==> src/rtl/core/spbd_pkg.sv <==
// ----------------------------------------------------------------------------
// spbd_pkg: shared types, constants and code tables
// Holds the result record, the status codes and the static prefix code tables
// of the short prefix bit decoder.
// ----------------------------------------------------------------------------
package spbd_pkg;

    localparam int ACC_W      = 13;
    localparam int CNT_W      = 4;
    localparam int BYTE_W     = 8;
    localparam int LIMIT_W    = 32;
    localparam int QUEUE_DEPTH = 4;
    localparam int QUEUE_AW   = $clog2(QUEUE_DEPTH);
    localparam int QUEUE_CW   = $clog2(QUEUE_DEPTH + 1);

    // token lengths that can complete a token
    localparam logic [CNT_W-1:0] LEN_SHORT   = 4'd3;
    localparam logic [CNT_W-1:0] LEN_MID     = 4'd4;
    localparam logic [CNT_W-1:0] LEN_LONG    = 4'd6;
    localparam logic [CNT_W-1:0] LEN_LITERAL = 4'd13;

    localparam logic [2:0] SHORT_CODES = 3'd5;     // 000..100
    localparam logic [2:0] MID_PREFIX  = 3'b101;   // 1010, 1011
    localparam logic [5:0] LONG_FIRST  = 6'd48;    // 110000
    localparam logic [5:0] LONG_LAST   = 6'd61;    // 111101

    typedef enum logic [1:0] {
        ST_OK       = 2'd0,
        ST_TRUNC    = 2'd1,
        ST_NONCANON = 2'd2,
        ST_LIMIT    = 2'd3
    } t_status;

    typedef struct packed {
        logic [BYTE_W-1:0] decoded_byte;
        logic              byte_present;
        logic              message_end;
        t_status           status;
    } t_result;

    typedef struct packed {
        logic    valid;
        t_result result;
    } t_push;

    function automatic logic [BYTE_W-1:0] tab_short(input logic [2:0] idx);
        logic [BYTE_W-1:0] b;
        unique case (idx)
            3'd0:    b = 8'h20;  // space
            3'd1:    b = 8'h65;  // e
            3'd2:    b = 8'h74;  // t
            3'd3:    b = 8'h61;  // a
            3'd4:    b = 8'h6F;  // o
            default: b = 8'h00;
        endcase
        return b;
    endfunction

    function automatic logic [BYTE_W-1:0] tab_mid(input logic idx);
        return idx ? 8'h6E : 8'h69;  // n, i
    endfunction

    function automatic logic [BYTE_W-1:0] tab_long(input logic [3:0] idx);
        logic [BYTE_W-1:0] b;
        unique case (idx)
            4'd0:    b = 8'h73;  // s
            4'd1:    b = 8'h68;  // h
            4'd2:    b = 8'h72;  // r
            4'd3:    b = 8'h64;  // d
            4'd4:    b = 8'h6C;  // l
            4'd5:    b = 8'h75;  // u
            4'd6:    b = 8'h63;  // c
            4'd7:    b = 8'h6D;  // m
            4'd8:    b = 8'h66;  // f
            4'd9:    b = 8'h77;  // w
            4'd10:   b = 8'h79;  // y
            4'd11:   b = 8'h70;  // p
            4'd12:   b = 8'h62;  // b
            4'd13:   b = 8'h67;  // g
            default: b = 8'h00;
        endcase
        return b;
    endfunction

    // true for every byte that owns a code shorter than the literal escape
    function automatic logic has_short_code(input logic [BYTE_W-1:0] b);
        logic hit;
        unique case (b) inside
            8'h20, 8'h65, 8'h74, 8'h61, 8'h6F, 8'h69, 8'h6E,
            8'h73, 8'h68, 8'h72, 8'h64, 8'h6C, 8'h75, 8'h63,
            8'h6D, 8'h66, 8'h77, 8'h79, 8'h70, 8'h62, 8'h67: hit = 1'b1;
            default:                                         hit = 1'b0;
        endcase
        return hit;
    endfunction

endpackage

==> src/rtl/core/spbd_front.sv <==
// ----------------------------------------------------------------------------
// spbd_front: bit intake and token classification
// Shifts code bits into the token register, matches completed tokens, checks
// the byte limit and the literal rule, and pushes one result when due.
// ----------------------------------------------------------------------------
module spbd_front (
    input  logic                         i_clk,
    input  logic                         i_rst_n,
    input  logic                         i_bit_valid,
    output logic                         o_bit_ready,
    input  logic                         i_code_bit,
    input  logic                         i_last_bit,
    input  logic                         i_cfg_valid,
    input  logic [spbd_pkg::LIMIT_W-1:0] i_cfg_data,
    input  logic                         i_queue_full,
    output spbd_pkg::t_push              o_push
);

    logic [spbd_pkg::ACC_W-1:0]   r_acc,   n_acc;
    logic [spbd_pkg::CNT_W-1:0]   r_cnt,   n_cnt;
    logic [spbd_pkg::LIMIT_W-1:0] r_emit,  n_emit;
    logic                         r_disc,  n_disc;
    logic [spbd_pkg::LIMIT_W-1:0] r_limit;

    logic                         accept;
    logic [spbd_pkg::ACC_W-1:0]   shifted;
    logic [spbd_pkg::CNT_W-1:0]   cnt_inc;
    logic                         done;
    logic [spbd_pkg::BYTE_W-1:0]  byte_val;

    assign o_bit_ready = !i_queue_full;
    assign accept      = i_bit_valid && o_bit_ready;
    assign shifted     = {r_acc[spbd_pkg::ACC_W-2:0], i_code_bit};
    assign cnt_inc     = r_cnt + 1'b1;

    always_comb begin
        done     = 1'b0;
        byte_val = '0;
        unique case (cnt_inc)
            spbd_pkg::LEN_SHORT: begin
                if (shifted[2:0] < spbd_pkg::SHORT_CODES) begin
                    done     = 1'b1;
                    byte_val = spbd_pkg::tab_short(shifted[2:0]);
                end
            end
            spbd_pkg::LEN_MID: begin
                if (shifted[3:1] == spbd_pkg::MID_PREFIX) begin
                    done     = 1'b1;
                    byte_val = spbd_pkg::tab_mid(shifted[0]);
                end
            end
            spbd_pkg::LEN_LONG: begin
                if (shifted[5:0] >= spbd_pkg::LONG_FIRST &&
                    shifted[5:0] <= spbd_pkg::LONG_LAST) begin
                    done     = 1'b1;
                    byte_val = spbd_pkg::tab_long(shifted[3:0]);
                end
            end
            spbd_pkg::LEN_LITERAL: begin
                done     = 1'b1;
                byte_val = shifted[spbd_pkg::BYTE_W-1:0];
            end
            default: begin
                done = 1'b0;
            end
        endcase
    end

    always_comb begin
        n_acc  = r_acc;
        n_cnt  = r_cnt;
        n_emit = r_emit;
        n_disc = r_disc;
        o_push = '0;
        o_push.result.status = spbd_pkg::ST_OK;
        if (accept) begin
            if (r_disc) begin
                // drop bits until the message closes
                if (i_last_bit) begin
                    n_acc  = '0;
                    n_cnt  = '0;
                    n_emit = '0;
                    n_disc = 1'b0;
                end
            end else if (r_cnt == '0 && r_emit >= r_limit) begin
                o_push.valid               = 1'b1;
                o_push.result.message_end  = 1'b1;
                o_push.result.status       = spbd_pkg::ST_LIMIT;
                n_disc                     = 1'b1;
            end else if (done && cnt_inc == spbd_pkg::LEN_LITERAL &&
                         spbd_pkg::has_short_code(byte_val)) begin
                o_push.valid               = 1'b1;
                o_push.result.message_end  = 1'b1;
                o_push.result.status       = spbd_pkg::ST_NONCANON;
                n_acc                      = shifted;
                n_cnt                      = cnt_inc;
                n_disc                     = 1'b1;
            end else if (done) begin
                o_push.valid               = 1'b1;
                o_push.result.decoded_byte = byte_val;
                o_push.result.byte_present = 1'b1;
                o_push.result.message_end  = i_last_bit;
                n_acc                      = '0;
                n_cnt                      = '0;
                n_emit                     = r_emit + 1'b1;
            end else if (i_last_bit) begin
                o_push.valid               = 1'b1;
                o_push.result.message_end  = 1'b1;
                o_push.result.status       = spbd_pkg::ST_TRUNC;
            end else begin
                n_acc = shifted;
                n_cnt = cnt_inc;
            end
            // a closing bit clears the whole message state
            if (i_last_bit) begin
                n_acc  = '0;
                n_cnt  = '0;
                n_emit = '0;
                n_disc = 1'b0;
            end
        end
    end

    always_ff @(posedge i_clk) begin
        if (!i_rst_n) begin
            r_acc   <= '0;
            r_cnt   <= '0;
            r_emit  <= '0;
            r_disc  <= 1'b0;
            r_limit <= '1;
        end else begin
            r_acc  <= n_acc;
            r_cnt  <= n_cnt;
            r_emit <= n_emit;
            r_disc <= n_disc;
            if (i_cfg_valid) begin
                r_limit <= i_cfg_data;
            end
        end
    end

endmodule

==> src/rtl/core/spbd_queue.sv <==
// ----------------------------------------------------------------------------
// spbd_queue: result queue and output stage
// Small register FIFO between classification and the result stream; its head
// entry drives the output channel.
// ----------------------------------------------------------------------------
module spbd_queue (
    input  logic                i_clk,
    input  logic                i_rst_n,
    input  spbd_pkg::t_push     i_push,
    output logic                o_full,
    output logic                o_valid,
    input  logic                i_ready,
    output spbd_pkg::t_result   o_result
);

    spbd_pkg::t_result                r_mem [spbd_pkg::QUEUE_DEPTH];
    logic [spbd_pkg::QUEUE_AW-1:0]    r_wr_ptr, n_wr_ptr;
    logic [spbd_pkg::QUEUE_AW-1:0]    r_rd_ptr, n_rd_ptr;
    logic [spbd_pkg::QUEUE_CW-1:0]    r_count,  n_count;
    logic                             pop;

    assign o_full   = (r_count == spbd_pkg::QUEUE_CW'(spbd_pkg::QUEUE_DEPTH));
    assign o_valid  = (r_count != '0);
    assign pop      = o_valid && i_ready;
    assign o_result = r_mem[r_rd_ptr];

    always_comb begin
        n_wr_ptr = r_wr_ptr + (i_push.valid ? 1'b1 : 1'b0);
        n_rd_ptr = r_rd_ptr + (pop ? 1'b1 : 1'b0);
        n_count  = r_count;
        if (i_push.valid && !pop) begin
            n_count = r_count + 1'b1;
        end else if (!i_push.valid && pop) begin
            n_count = r_count - 1'b1;
        end
    end

    always_ff @(posedge i_clk) begin
        if (i_push.valid) begin
            r_mem[r_wr_ptr] <= i_push.result;
        end
    end

    always_ff @(posedge i_clk) begin
        if (!i_rst_n) begin
            r_wr_ptr <= '0;
            r_rd_ptr <= '0;
            r_count  <= '0;
        end else begin
            r_wr_ptr <= n_wr_ptr;
            r_rd_ptr <= n_rd_ptr;
            r_count  <= n_count;
        end
    end

endmodule

==> src/rtl/core/short_prefix_bit_decoder.sv <==
// ----------------------------------------------------------------------------
// short_prefix_bit_decoder: static prefix code decoder with literal escape
// Takes one code bit per request and returns one result per completed token
// or per error.
// ----------------------------------------------------------------------------
//  channel  | direction | handshake                | payload
//  ---------+-----------+--------------------------+-----------------------------
//  s_axis   | in        | s_axis_tvalid / _tready  | tdata[0] code bit, tlast last
//  m_axis   | out       | m_axis_tvalid / _tready  | tdata byte, tuser present+status,
//           |           |                          | tlast message end
//  cfg      | in        | i_cfg_valid / o_cfg_ready| byte limit, 32 bits
//  One code bit is taken every cycle while the result queue is not full;
//  classification of a bit finishes in the cycle it is accepted, and its
//  result is queued for m_axis behind older results. The 4-entry result
//  queue sets the stall point: s_axis_tready drops only while the queue is
//  full, so a slow result consumer stalls intake after four pending results.
//  Synchronous reset clears the decoder state and the queue and sets the byte
//  limit to all ones; the limit is written only through cfg and no message
//  end touches it.
// ----------------------------------------------------------------------------
module short_prefix_bit_decoder (
    input  logic        i_clk,
    input  logic        i_rst_n,
    input  logic        s_axis_tvalid,
    output logic        s_axis_tready,
    input  logic [7:0]  s_axis_tdata,   // [0] code_bit, [7:1] zero fill
    input  logic        s_axis_tlast,   // last_bit
    output logic        m_axis_tvalid,
    input  logic        m_axis_tready,
    output logic [7:0]  m_axis_tdata,   // [7:0] decoded_byte
    output logic [2:0]  m_axis_tuser,   // [0] byte_present, [2:1] status
    output logic        m_axis_tlast,   // message_end
    input  logic        i_cfg_valid,
    output logic        o_cfg_ready,
    input  logic [31:0] i_cfg_data      // output_byte_limit
);

    spbd_pkg::t_push   push;
    spbd_pkg::t_result head;
    logic              queue_full;

    // the limit register takes a write in any cycle outside reset
    assign o_cfg_ready = 1'b1;

    // front: shift, match, check limit and literal rule
    spbd_front u_front (
        .i_clk        (i_clk),
        .i_rst_n      (i_rst_n),
        .i_bit_valid  (s_axis_tvalid),
        .o_bit_ready  (s_axis_tready),
        .i_code_bit   (s_axis_tdata[0]),
        .i_last_bit   (s_axis_tlast),
        .i_cfg_valid  (i_cfg_valid),
        .i_cfg_data   (i_cfg_data),
        .i_queue_full (queue_full),
        .o_push       (push)
    );

    // back: hold results until the consumer takes them
    spbd_queue u_queue (
        .i_clk    (i_clk),
        .i_rst_n  (i_rst_n),
        .i_push   (push),
        .o_full   (queue_full),
        .o_valid  (m_axis_tvalid),
        .i_ready  (m_axis_tready),
        .o_result (head)
    );

    assign m_axis_tdata = head.decoded_byte;
    assign m_axis_tuser = {head.status, head.byte_present};
    assign m_axis_tlast = head.message_end;

endmodule

==> config.mk <==
export PLATFORM = sky130hd
export DESIGN_NAME = short_prefix_bit_decoder
export DESIGN_NICKNAME = d
export VERILOG_FILES = /design/src/rtl/core/spbd_pkg.sv /design/src/rtl/core/spbd_front.sv /design/src/rtl/core/spbd_queue.sv /design/src/rtl/core/short_prefix_bit_decoder.sv
export SDC_FILE = /design/constraint.sdc
export NUM_CORES = 1
export LEC_CHECK = 0
export BUFFER_PORTS_ARGS = -buffer_cell sky130_fd_sc_hd__buf_2
export CORE_ASPECT_RATIO = 0.5
export CORE_UTILIZATION = 37
export CTS_CLUSTER_SIZE = 12
export DETAILED_ROUTE_END_ITERATION = 16
export MAX_ROUTING_LAYER = met4
export SLEW_MARGIN = 15
export SYNTH_ARGS = -nofsm -noshare
export SYNTH_HDL_FRONTEND = slang
export SYNTH_SLANG_ARGS = --single-unit
export TNS_END_PERCENT = 5
==> constraint.sdc <==
create_clock -name i_clk -period 7.5 [get_ports i_clk]
set_input_delay 1.5 -clock i_clk [delete_from_list [all_inputs] [get_ports i_clk]]
set_output_delay 1.5 -clock i_clk [all_outputs]
set_load 0.005 [all_outputs]
======== Yosys cells after proc, flatten, opt, wreduce, memory -nomap -nowiden ========
Memory sizes are Yosys's and may differ from the RTL's. A register that Yosys moved wholly into a read port is not among the register bits.
Cells that the tools add are included.
word-level totals
  flip-flop bits (word level) ............. 83
  latch bits .............................. 0
  memory bits (writable) .................. 48
  ROM bits ................................ 112
  input bits .............................. 46
  output and inout bits ................... 15
  word-level logic and storage cells ...... 127
  memories kept ........................... 2
cells by class
  $add $sub $neg .......................... 6
  multipliers ............................. 0
  div/mod/pow operators ................... 0
  $lt $le $gt $ge ......................... 4
  equality and inequality tests ........... 34
  shifts and indexed selects .............. 0
  multiplexer cells ....................... 54
  bitwise gates (word level) .............. 0
  reduce and logical (&&, ||, !) cells .... 19
memories
  memory            depth  bits a word  read ports  clocked after memory_dff  wr ports  line              text
  (name not given)  16     7            1           0                         0         spbd_pkg.sv:65    unique case (idx)
  u_queue.r_mem     4      12           1           1                         1         spbd_queue.sv:16  spbd_pkg::t_result r_mem [spbd_pkg::QUEUE_DEPTH];
operator list
  cell                                                              number
  8-bit by 7-bit == test with 1-bit output (second input constant)  20
  32-bit 2-to-1 mux                                                 5
  7-bit 2-to-1 mux                                                  6
  7-bit case mux with 5 select lines                                1
  32-bit by 1-bit adder with 32-bit output (second input constant)  1
  32-bit >= comparator                                              1
  8-bit case mux with 4 select lines                                1
  9-bit 2-to-1 mux                                                  3
  13-bit 2-to-1 mux                                                 2
  21-bit OR reduction                                               1
  1-bit 2-to-1 mux                                                  20
  4-bit 2-to-1 mux                                                  5
  3-bit 2-to-1 mux                                                  6
  8-bit 2-to-1 mux                                                  2
  3-bit == test (second input constant)                             3
  4-bit by 3-bit == test with 1-bit output (second input constant)  2
  8-bit by 6-bit == test with 1-bit output (second input constant)  1
  1-bit logical AND                                                 8
  3-bit by 2-bit == test with 1-bit output (second input constant)  2
  6-bit >= comparator (second input constant)                       1
  6-bit <= comparator (second input constant)                       1
  2-bit inequality test (second input constant)                     3
  5-bit AND reduction                                               1
  2-bit adder                                                       2
  15 further kinds                                                  19

======== Logic depth before layout (Yosys ltp) ========
  word-level depth ........................ 19
  depth in mapped cells ................... 16
  depth with buffers taken out ............ 15

======== Modules after synthesis ========
A second synthesis with hierarchy kept.
unflattened totals
  cell total of the unflattened synthesis .. 709
  area total of the unflattened synthesis .. 6,998.0 µm²
modules (own cells, without submodules)
  module                    times used  cells an instance  area an instance (µm²)  seq. area each (µm²)
  spbd_front                1           610                4,897.2                 1,521.5
  spbd_queue                1           97                 2,089.5                 1,581.5
  short_prefix_bit_decoder  1           2                  11.3                    0.0

======== Least setup slack after synthesis ========
OpenSTA, ideal clock, no wires.
  path kind ............................... input -> register
  start point ............................. input port s_axis_tdata[0]
  end point ............................... register u_queue.r_count[2] (netlist bit)
  setup time .............................. 0.076 ns
  data arrival time ....................... 4.411 ns
  data required time ...................... 7.424 ns
  setup slack ............................. 3.014 ns
  stages .................................. 13
  path buffers ............................ 1
  cell sequence ........................... ha_1 -> clkbuf_1 -> nand4bb_1 -> nand2_1 -> nor2_1 -> a2111oi_0 -> a31oi_1 -> ha_1 -> inv_1 -> fa_1 -> xor2_1 -> or3_1 -> a21boi_0
between the ends
  cells in the longest elaborated chain, start to end .. 18
  elaborated cells on any way between the ends .. 57
  classes of those cells .................. 3 x order compare; 25 x eq/ne; 19 x mux; 9 x reduce/logical; 1 x memory
ends and longest elaborated chain
  what                                                                                                  line                                text
  start, declared                                                                                       short_prefix_bit_decoder.sv:26      input logic [7:0] s_axis_tdata,
  6-bit >= comparator (tied with other cells)                                                           spbd_front.sv:53                    if (shifted[5:0] >= spbd_pkg::LONG_FIRST &&
  1-bit logical AND or 7-bit case mux with 5 select lines (tied branches)                               spbd_front.sv:53, spbd_pkg.sv:48
  8-bit 2-to-1 mux or 7-bit 2-to-1 mux (tied branches)                                                  spbd_front.sv:53, spbd_front.sv:41
  8-bit case mux with 4 select lines                                                                    spbd_front.sv:39                    unique case (cnt_inc)
  8-bit by 7-bit == test with 1-bit output or 8-bit by 6-bit == test with 1-bit output (tied branches)  spbd_front.sv:91                    spbd_pkg::has_short_code(byte_val)) begin
  21-bit OR reduction                                                                                   spbd_pkg.sv:88                      unique case (b) inside
  1-bit 2-to-1 mux                                                                                      spbd_pkg.sv:88
  1-bit 2-to-1 mux                                                                                      spbd_front.sv:85                    end else if (r_cnt == '0 && r_emit >= r_limit) begin
  (+2 left out)                                                                                         --
  1-bit logical AND                                                                                     spbd_front.sv:90                    end else if (done && cnt_inc == spbd_pkg::LEN_LITERAL &&
  1-bit 2-to-1 mux (*)                                                                                  spbd_front.sv:90
  1-bit 2-to-1 mux (*)                                                                                  spbd_front.sv:85
  13-bit 2-to-1 mux (*)                                                                                 spbd_front.sv:77                    if (r_disc) begin
  13-bit 2-to-1 mux (*)                                                                                 spbd_front.sv:76                    if (accept) begin
  1-bit logical NOT                                                                                     spbd_queue.sv:33                    end else if (!i_push.valid && pop) begin
  1-bit logical AND                                                                                     spbd_queue.sv:33
  2-bit nonzero test (no source line)                                                                   --
  end signal, assigned                                                                                  spbd_queue.sv:52                    r_count <= n_count;
  end, declared                                                                                         spbd_queue.sv:19                    logic [spbd_pkg::QUEUE_CW-1:0] r_count, n_count;
Every way passes the cells marked *; elsewhere a longest branch is shown, timed or not. The select of a mux whose other input is x is not followed.
A chain may end at the register's enable or synchronous reset.

======== Final worst setup path ========
  start point ............................. input port s_axis_tdata[0]
  end point ............................... register u_front.r_emit[21] (netlist bit)
between the ends
  cells in the longest elaborated chain, start to end .. 13
  elaborated cells on any way between the ends .. 50
  classes of those cells .................. 3 x order compare; 26 x eq/ne; 13 x mux; 7 x reduce/logical; 1 x memory
ends and longest elaborated chain
  what                                                                                                  line                                text
  6-bit >= comparator (tied with other cells)                                                           spbd_front.sv:53
  1-bit logical AND or 7-bit case mux with 5 select lines (tied branches)                               spbd_front.sv:53, spbd_pkg.sv:48
  8-bit 2-to-1 mux or 7-bit 2-to-1 mux (tied branches)                                                  spbd_front.sv:53, spbd_front.sv:41
  8-bit case mux with 4 select lines                                                                    spbd_front.sv:39
  8-bit by 7-bit == test with 1-bit output or 8-bit by 6-bit == test with 1-bit output (tied branches)  spbd_front.sv:91
  21-bit OR reduction                                                                                   spbd_pkg.sv:88
  1-bit 2-to-1 mux                                                                                      spbd_pkg.sv:88
  1-bit 2-to-1 mux                                                                                      spbd_front.sv:85
  1-bit 2-to-1 mux                                                                                      spbd_front.sv:77
  1-bit 2-to-1 mux                                                                                      spbd_front.sv:76
  1-bit logical AND                                                                                     spbd_front.sv:90
  2-bit inequality test (no source line)                                                                --
  5-bit AND reduction (no source line) (*)                                                              --
  end signal, assigned                                                                                  spbd_front.sv:134                   r_emit <= n_emit;
  end, declared                                                                                         spbd_front.sv:21                    logic [spbd_pkg::LIMIT_W-1:0] r_emit, n_emit;
Marks and branches as above.

==> reports/qor.yml <==
hold_path_end: "u_front.r_limit[2]"
r2r-start: "u_front.r_cnt[1]"
multi_input_area_mm2: 0.00367
min_from: "u_front.r_limit[2]"
power_density_mw_per_mm2: 234
layout_commonest_cell: "dfxtp_1"
cp.arrival_ps: 5210
wl_per_cell_um: 15.1
slew_violations: 0
yosysTopAreaCell: "dfxtp_1"
fp.dieH_um: 100
ant_nets: 0
crit_path_end_kind: "flop"
cpPeakStageDelay_ps: 640
diodes: 0
io_buffers: 52
routed_wl_mm: 15.7
clock.fmax_mhz: 206
dr.pass1.iters: 5
synthCells: 729
period_minus_slack_ps: 4860
dieArea_mm2: 0.0200
critical_path_class: "input port to flop"
ys_top_cells_by_area: "dfxtp_1, edfxtp_1, ha_1"
avgSynthCellArea_um2: 9.83
whs_ps: 489
post_cts_buffers: 0
cts_tree: "built"
path_delay_family: "simple AND/OR/NAND/NOR gates"
regArea_mm2: 0.00310
fin_ws_ps: 2640
hold_viol_final: 0
syn_nets: 823
slew_headroom: 0.258
setup_viol: 0
nFillCells: 1789
critPathLaunch: "s_axis_tdata[0]"
tns_ps: 0
viasPerCell: 5.37
final_cell_mix: "dfxtp_1, nand2_1, inv_1"
p_leak_nw: 3.36
r2r-end: "u_front.r_emit[21]"
io_pins: 61
synth_top_area_share: 0.232
initial_core_util: 0.383
worstPathRequired_ps: 7850
yosys_warnings: 0
rsz0062_at_grt: "false"
cp_max_fo: 31
clkLatencyLatePin_ps: 420
reg2reg_depth: 10
cap_viol_max_count: 0
area_growth_pct: 14.3
ys_types: 78
htree_levels: 4
antenna_found_initial: 0
die_w_um: 199
path_cells: "buf_2 -> inv_1 -> ha_1 -> mux2_2 -> a211oi_1 -> nor3_1 -> nor3_1 -> a211oi_1 -> o221ai_1 -> a31oi_1 -> or4_4 -> or4_1 -> a21boi_1"
rows: 35
start_kind: "input port"
cp_slowest_cell: "or4_4"
synthArstFlopShare: 0
clock-root-buffer: "clkbuf_16"
clock-sinks: 131
first_global_vias: 5139
dp_worst_setup_slack_ps: 2390
tightest_slew_ps: 1110
synth_edf_count: 48
grt_overflow_total: 0
coreArea_mm2: 0.0187
hold_buffers: 0
globalplace.congestion: 0.848
ys_seq_area_frac: 0.433
clock_path_buffers: 2
min_delay_path_depth: 2
layout.nets: 856
drive_gt1_frac: 0.165
synth_area_mm2: 0.00717
worstHoldPathType: "flop to flop"
cts_resized: 0
remaining_drc_errors: 0
grt_max_degree: 80
cts_buffers: 17
outcome: "finished, final reports clean"
r2r_slack_ps: 3230
grt_usage: 0.171
detailroute.via_count: 5548
peakVddDrop_v: 0.000165
path_clk_slew_ps: 60
grt_first_pass_wirelength_mm: 26.0
ys.flop_type: "dfxtp_1"
synth_seq_cells: 131
path_buf_inv: 2
skew_ps: 11.6
finalCritPeriodShare: 0.648
drt-initial-drc-count: 300
place_hpwl_mm: 10.7
## state kept, by name (all words and copies together) (netlist names)
register	count
u_queue.r_wr_ptr	2
u_queue.r_mem	48
u_front.r_acc	7
u_queue.r_rd_ptr	2
u_front.r_cnt	4
u_front.r_limit	32
u_queue.r_count	3
u_front.r_emit	32
u_front.r_disc	1
## metal layers
metal | up-vias | global-route usage | share of wire
met3 | 16 | 0.0464 | 0.044
met4 | 0 | 0.0432 | 0.010
li1 | 2763 | - | -
met2 | 104 | 0.251 | 0.43
met1 | 2665 | 0.233 | 0.52
met5 | - | - | 0
## layout make-up
| type | instances | share of cell area |
|---|---|---|
| clock inverter | 14 | 0.0200 |
| inverter | 57 | 0.0261 |
| tap | 259 | 0.0395 |
| timing repair buffer | 56 | 0.0354 |
| sequential | 131 | 0.379 |
| multi-input combinational | 499 | 0.448 |
| clock buffer | 18 | 0.0524 |
## tightest hold or removal path, stage by stage (launching register included)
cell      delay (ps)
dfxtp_1          300
inv_1             70
o211ai_1          70
## synthesized netlist by cell type, types with 10 or more instances
cell type	instances
o211ai_1	37
o21ai_0	38
nor3_1	11
mux4_2	13
dfxtp_1	83
nand4_1	11
nand3_1	21
a21oi_1	21
edfxtp_1	48
and3_1	13
clkbuf_1	26
nor2_1	46
and2_1	11
nand2_1	65
a21boi_1	14
ha_1	47
o221a_2	10
inv_1	57
## cell families (layout without fill, tap and decap cells)
group,count (synthesis),in the layout,synth area share
simple gates,237,237,0.177
compound gates,189,189,0.194
flops,131,131,0.433
buf+inv,99,145,0.0550
fa+ha+maj,48,48,0.0848
mux,18,18,0.0482
xor+xnor,6,6,0.00733
other cells,1,1,0.000523
## how the worst max path moves through the flow
stage,endpoint,slack [ps],depth (start not counted)
finish,u_front.r_emit[21],2640,13
floorplan,u_queue.r_count[2],3010,13
global route,u_front.r_emit[21],2410,13
global placement,u_front.r_emit[21],2410,13
detailed placement,u_front.r_emit[21],2390,13
CTS,u_front.r_emit[21],2750,13
## report_power, final
| group | internal [W] | switching, W | leakage (nW) | total, W |
|---|---|---|---|---|
| sequential | 0.000773 | 0.0000412 | 1.11 | 0.000815 |
| clock | 0.000520 | 0.000322 | 0.277 | 0.000842 |
| combinational | 0.000133 | 0.000129 | 1.97 | 0.000262 |
| total | 0.00143 | 0.000492 | 3.36 | 0.00192 |
## per-stage QoR
stage | instances | power [W] | utilization | instance area [µm²]
global placement | 1002 | 0.00109 | 0.407 | 7600
finish | 1034 | 0.00192 | 0.438 | 8200
global route | 1034 | 0.00201 | 0.438 | 8200
floorplan | 729 | 0.00101 | - | 7170
detailed placement | 1002 | 0.00110 | 0.407 | 7600
CTS | 1034 | 0.00194 | 0.438 | 8200
(Power assumes the default switching activity.)
